### src/rtl/core/abdb_pkg.sv
// ----------------------------------------------------------------------------
// abdb_pkg
// Shared types and constants for the area box downscaler.
// ----------------------------------------------------------------------------
package abdb_pkg;

  localparam int PIX_W      = 8;
  localparam int COMP_N     = 4;
  localparam int ACC_W      = 24;
  localparam int OUT_COL_W  = 6;
  localparam int OUT_ROW_W  = 8;
  localparam int DIV_STEPS  = 8;

  localparam int REG_SW_W   = 9;
  localparam int REG_SH_W   = 9;
  localparam int REG_DW_W   = 7;
  localparam int REG_DH_W   = 9;

  localparam int APB_ADDR_W = 5;
  localparam int APB_DATA_W = 32;

  localparam int MAX_SRC_W_DEF = 256;
  localparam int MAX_SRC_H_DEF = 256;
  localparam int MAX_OUT_W_DEF = 64;

  // register indexes (byte address / 4)
  localparam logic [2:0] REG_SRC_WIDTH  = 3'd0;
  localparam logic [2:0] REG_SRC_HEIGHT = 3'd1;
  localparam logic [2:0] REG_DEST_WIDTH = 3'd2;
  localparam logic [2:0] REG_DEST_HEIGHT = 3'd3;
  localparam logic [2:0] REG_RGBA_MODE  = 3'd4;

  localparam logic [1:0] PART_LAST = 2'd3;

  typedef struct packed {
    logic       accept;
    logic       rd;
    logic       wr;
    logic       col_adv;
    logic       em_rd;
    logic       em_ld;
    logic       em_div;
    logic       em_out;
    logic       row_adv;
    logic [1:0] part;
    logic [2:0] iter;
  } abdb_cmd_t;

  typedef struct packed {
    logic w_zero;
    logic row_end;
    logic emit;
    logic last_k;
    logic out_free;
  } abdb_stat_t;

endpackage

### src/rtl/core/abdb_ctrl.sv
// ----------------------------------------------------------------------------
// abdb_ctrl
// Sequencer: per-pixel accumulate cells, output row emission, row advance.
// ----------------------------------------------------------------------------
module abdb_ctrl #(
  parameter int MAX_OUT_W = abdb_pkg::MAX_OUT_W_DEF,
  localparam int CIW = (MAX_OUT_W > 1) ? $clog2(MAX_OUT_W) : 1
) (
  input  logic                clk,
  input  logic                rst,
  input  logic                in_valid,
  output logic                in_ready,
  input  logic                restart,
  input  abdb_pkg::abdb_stat_t stat,
  output abdb_pkg::abdb_cmd_t  cmd,
  output logic [CIW-1:0]      k
);
  import abdb_pkg::*;

  typedef enum logic [8:0] {
    S_IDLE  = 9'b000000001,
    S_RD    = 9'b000000010,
    S_WR    = 9'b000000100,
    S_PIX   = 9'b000001000,
    S_EMRD  = 9'b000010000,
    S_EMLD  = 9'b000100000,
    S_EMDIV = 9'b001000000,
    S_EMOUT = 9'b010000000,
    S_ROW   = 9'b100000000
  } state_t;

  state_t         state, state_next;
  logic [1:0]     part, part_next;
  logic [2:0]     iter, iter_next;
  logic [CIW-1:0] k_next;

  always_ff @(posedge clk) begin
    if (rst) begin
      state <= S_IDLE;
      part  <= '0;
      iter  <= '0;
      k     <= '0;
    end else begin
      state <= state_next;
      part  <= part_next;
      iter  <= iter_next;
      k     <= k_next;
    end
  end

  always_comb begin
    state_next = state;
    part_next  = part;
    iter_next  = iter;
    k_next     = k;
    cmd        = '0;
    cmd.part   = part;
    cmd.iter   = iter;
    in_ready   = 1'b0;
    case (state)
      S_IDLE: begin
        in_ready = !restart;
        if (in_valid && !restart) begin
          cmd.accept = 1'b1;
          part_next  = '0;
          state_next = S_RD;
        end
      end
      S_RD: begin
        if (stat.w_zero) begin
          if (part == PART_LAST) state_next = S_PIX;
          else part_next = part + 2'd1;
        end else begin
          cmd.rd     = 1'b1;
          state_next = S_WR;
        end
      end
      S_WR: begin
        cmd.wr = 1'b1;
        if (part == PART_LAST) begin
          state_next = S_PIX;
        end else begin
          part_next  = part + 2'd1;
          state_next = S_RD;
        end
      end
      S_PIX: begin
        cmd.col_adv = 1'b1;
        if (!stat.row_end) begin
          state_next = S_IDLE;
        end else if (stat.emit) begin
          k_next     = '0;
          state_next = S_EMRD;
        end else begin
          state_next = S_ROW;
        end
      end
      S_EMRD: begin
        cmd.em_rd  = 1'b1;
        state_next = S_EMLD;
      end
      S_EMLD: begin
        cmd.em_ld  = 1'b1;
        iter_next  = '0;
        state_next = S_EMDIV;
      end
      S_EMDIV: begin
        cmd.em_div = 1'b1;
        if (iter == 3'(DIV_STEPS - 1)) state_next = S_EMOUT;
        else iter_next = iter + 3'd1;
      end
      S_EMOUT: begin
        if (stat.out_free) begin
          cmd.em_out = 1'b1;
          if (stat.last_k) begin
            state_next = S_ROW;
          end else begin
            k_next     = k + CIW'(1);
            state_next = S_EMRD;
          end
        end
      end
      S_ROW: begin
        cmd.row_adv = 1'b1;
        state_next  = S_IDLE;
      end
      default: state_next = S_IDLE;
    endcase
  end

endmodule

### config.mk
export PLATFORM = sky130hd
export DESIGN_NAME = abdb_ctrl
export DESIGN_NICKNAME = d
export VERILOG_FILES = /design/src/rtl/core/abdb_pkg.sv /design/src/rtl/core/abdb_ctrl.sv
export SDC_FILE = /design/constraint.sdc
export NUM_CORES = 1
export LEC_CHECK = 0
export ABC_AREA = 1
export BUFFER_PORTS_ARGS = -buffer_cell sky130_fd_sc_hd__buf_2
export CAP_MARGIN = 0
export CORE_MARGIN = 8
export CORE_UTILIZATION = 35
export CTS_CLUSTER_DIAMETER = 30
export DETAILED_ROUTE_END_ITERATION = 7
export GPL_ROUTABILITY_DRIVEN = 0
export SLEW_MARGIN = 20
export SYNTH_ARGS = -nofsm -noshare
export SYNTH_HDL_FRONTEND = slang
export SYNTH_SLANG_ARGS = --single-unit
### constraint.sdc
create_clock -name clk -period 2 [get_ports clk]
set_input_delay 0.1 -clock clk [delete_from_list [all_inputs] [get_ports clk]]
set_output_delay 0.1 -clock clk [all_outputs]
set_load 0.02 [all_outputs]
==> metrics.cfg <==
[route]
drtIter0Drc = 138
wl_um = 3340
drc_errors = 0
avgRoutedWirePerCell_um = 11.5
dr.pass1.iters = 4
ant_nets = 0
vias = 1372
vias_per_cell = 4.71

[worst_hold_path]
whs_endpoint = iter[2]
hold_depth = 2
hp-class = in2reg
hp-start = rst

[setup_path]
reg2reg_slack_ns = 0.48
timing.critical_path.to_type = primary output
r2r-start = state[8]
crit_arrival_ns = 1.56
r2r-end = state[8]
crit_start = state[6]
cp-start-kind = flip-flop
cp.required_ns = 1.90
critPathMaxFanout = 5
path_class = reg2out
worstRegToRegCells = 8

[yosys]
synthSimpleGateAreaFrac_pct = 46.7
synth_cell_types = 25
netlist_top_cells_area = dfxtp_1, nand2_1, nor2_1
synthTopCellsByCount = nand2_1, nor2_1, inv_1
yosysMostFrequentCell = nand2_1
synth_top_area_share_pct = 30.1
yosysSeqAreaShare_pct = 30.1
synth_top_area_cell = dfxtp_1
syn_avg_cell_area_sq_um = 6.31
yosys.area_share.xor_xnor_pct = 1.32
synth_flop_cell = dfxtp_1
syn-num-nets = 224
ys_ff_latch = 20
async_reset_ff_share_pct = 0
synth_adder_area_share_pct = 3.76
yosys_warnings = 0
synth.area.mux_share_pct = 0
synth-edff-count = 0
syn_area_sq_um = 1330
synth_compound_area_share_pct = 7.05
synth_top_family_by_area = simple AND/OR/NAND/NOR gates
syn-instance-count = 211

[power_and_ir_drop]
p_int_uw = 1000
seqPwrFrac_pct = 28.6
vdd_drop_max_uv = 869
power_frac_clock_pct = 23.8
power_density_nw_per_um2 = 1100
p_comb_share_pct = 47.5
power.switching_uw = 768
swShare_pct = 43.4
static-leakage-power_uw = 0.000881

[placement]
io_buffers = 29
dp_cells = 287
place_hpwl_um = 2620

[global_routing]
grt_max_degree = 16
grt_pass1_wl_um = 5860
grt_pass1_vias = 1304
track_usage_pct = 11.8
grt-ovfl-total = 0
antenna_found_initial = 0

[clock_tree]
ctsHoldBuffers = 0
cts.sinks = 20
ctsResizeCount = 0
clock_latency_ns = 0.27
postCtsSetupRepairBufs = 0
max-clock-path-buffers = 2
clk_pin_slew_worst_paths_ns = 0.08
cts_tree = yes
root_buffer = clkbuf_8
htree_levels = 1
numCtsBuffers = 3

[timing]
fin_setup_tns_ns = 0
finalCriticalPeriod_ns = 1.66
min_period_over_period_pct = 82.8
worstMarginPinSlew_ns = 0.516
finalSetupViolations = 0
timing.final.max_slew_violations = 0
rsz0062_at_grt = no
relSlewSlack_pct = 65.6
hold_violations = 0
fin_skew_ns = 0.00305
clock.fmax_mhz = 604

[final_layout]
drive_gt1_share_pct = 22.6
fin_nets = 257
num_antenna_cells = 0
nFillCells = 396
instances_no_fill = 291
area_growth_pct = 20.5

[die]
initial_utilization_pct = 36.4
die_w_um = 77.7
rows = 22
die_area_sq_um = 6030
die-height_um = 77.7
num_io_pins = 30
core_sq_um = 3660

[run]
maxCapViolCount = 0

[run_status]
status = complete, no violations

## state kept, by name, summed over array words and instances, names as in the netlist
register	count
state	9
k	6
part	2
iter	3
## worst max path at each step
stage	endpoint	slack (ns)	cells past startpoint
floorplan	cmd[13]	0.59	5
CTS	cmd[13]	0.33	6
detailed placement	state[8]	0.50	9
global route	cmd[8]	0.18	6
finish	cmd[13]	0.34	6
global placement	state[8]	0.51	8
## critical path: stages (launching register included)
cell     delay [ns]
dfxtp_1        0.35
nor2_2         0.18
nand2_1        0.11
nor2_4         0.13
nand2_1        0.13
nor3b_1        0.19
buf_2          0.19
## stage by stage
stage	utilization (%)	power (uW)	setup slack [ns]	instance area (sq um)	hold WS (ns)
global route	43.8	1930	0.183	1600	0.0914
floorplan	-	1170	0.594	1330	0.169
finish	43.8	1770	0.344	1600	0.0809
CTS	43.8	1790	0.328	1600	0.0764
global placement	41.9	1360	0.508	1530	0.359
detailed placement	41.9	1360	0.503	1530	0.365
## cell type report
class / count / area, sq um / share of cell area [%]
Clock buffer: 3 / 41.3 / 2.57
Timing Repair Buffer: 29 / 145 / 9.05
Sequential cell: 20 / 400 / 25.0
Clock inverter: 1 / 30.0 / 1.87
Multi-Input combinational cell: 152 / 783 / 48.8
Tap cell: 48 / 60.1 / 3.74
Inverter: 38 / 144 / 8.97
## metal layers
metal / part of all wire, % / routed length (um) / vias to the layer above / GRT usage [%]
li1: - / - / 722 / -
met1: 50 / 1670 / 622 / 15.2
met2: 44 / 1460 / 22 / 17.6
met3: 3.7 / 123 / 6 / 2.53
met4: 2.6 / 88 / 0 / 6.42
met5: 0 / 0 / - / 0
## cells in the final DEF (no fill, tap or decap), drive strengths merged, types with 6 or more instances in the layout
master and n:
nand2 48, nor3 6, dfxtp 20, nand4 7, nand3 21, inv 37, buf 29, o21ai 9
nor2 48
## power by group through the flow
stage          logic [uW]  registers (uW)  clock network [uW]
2_1_floorplan         636             529                   0
3_3_place_gp          838             517                   0
3_5_place_dp          840             516                   0
4_1_cts               848             507                 430
5_1_grt               977             513                 442
6_report              841             507                 422
## cell families after synthesis
family          after synthesis
xor+xnor                      2
buf+inv                      39
compound gates               15
flops                        20
simple gates                131
fa+ha+maj                     4
No activity file was read; power rests on OpenSTA's default activity.
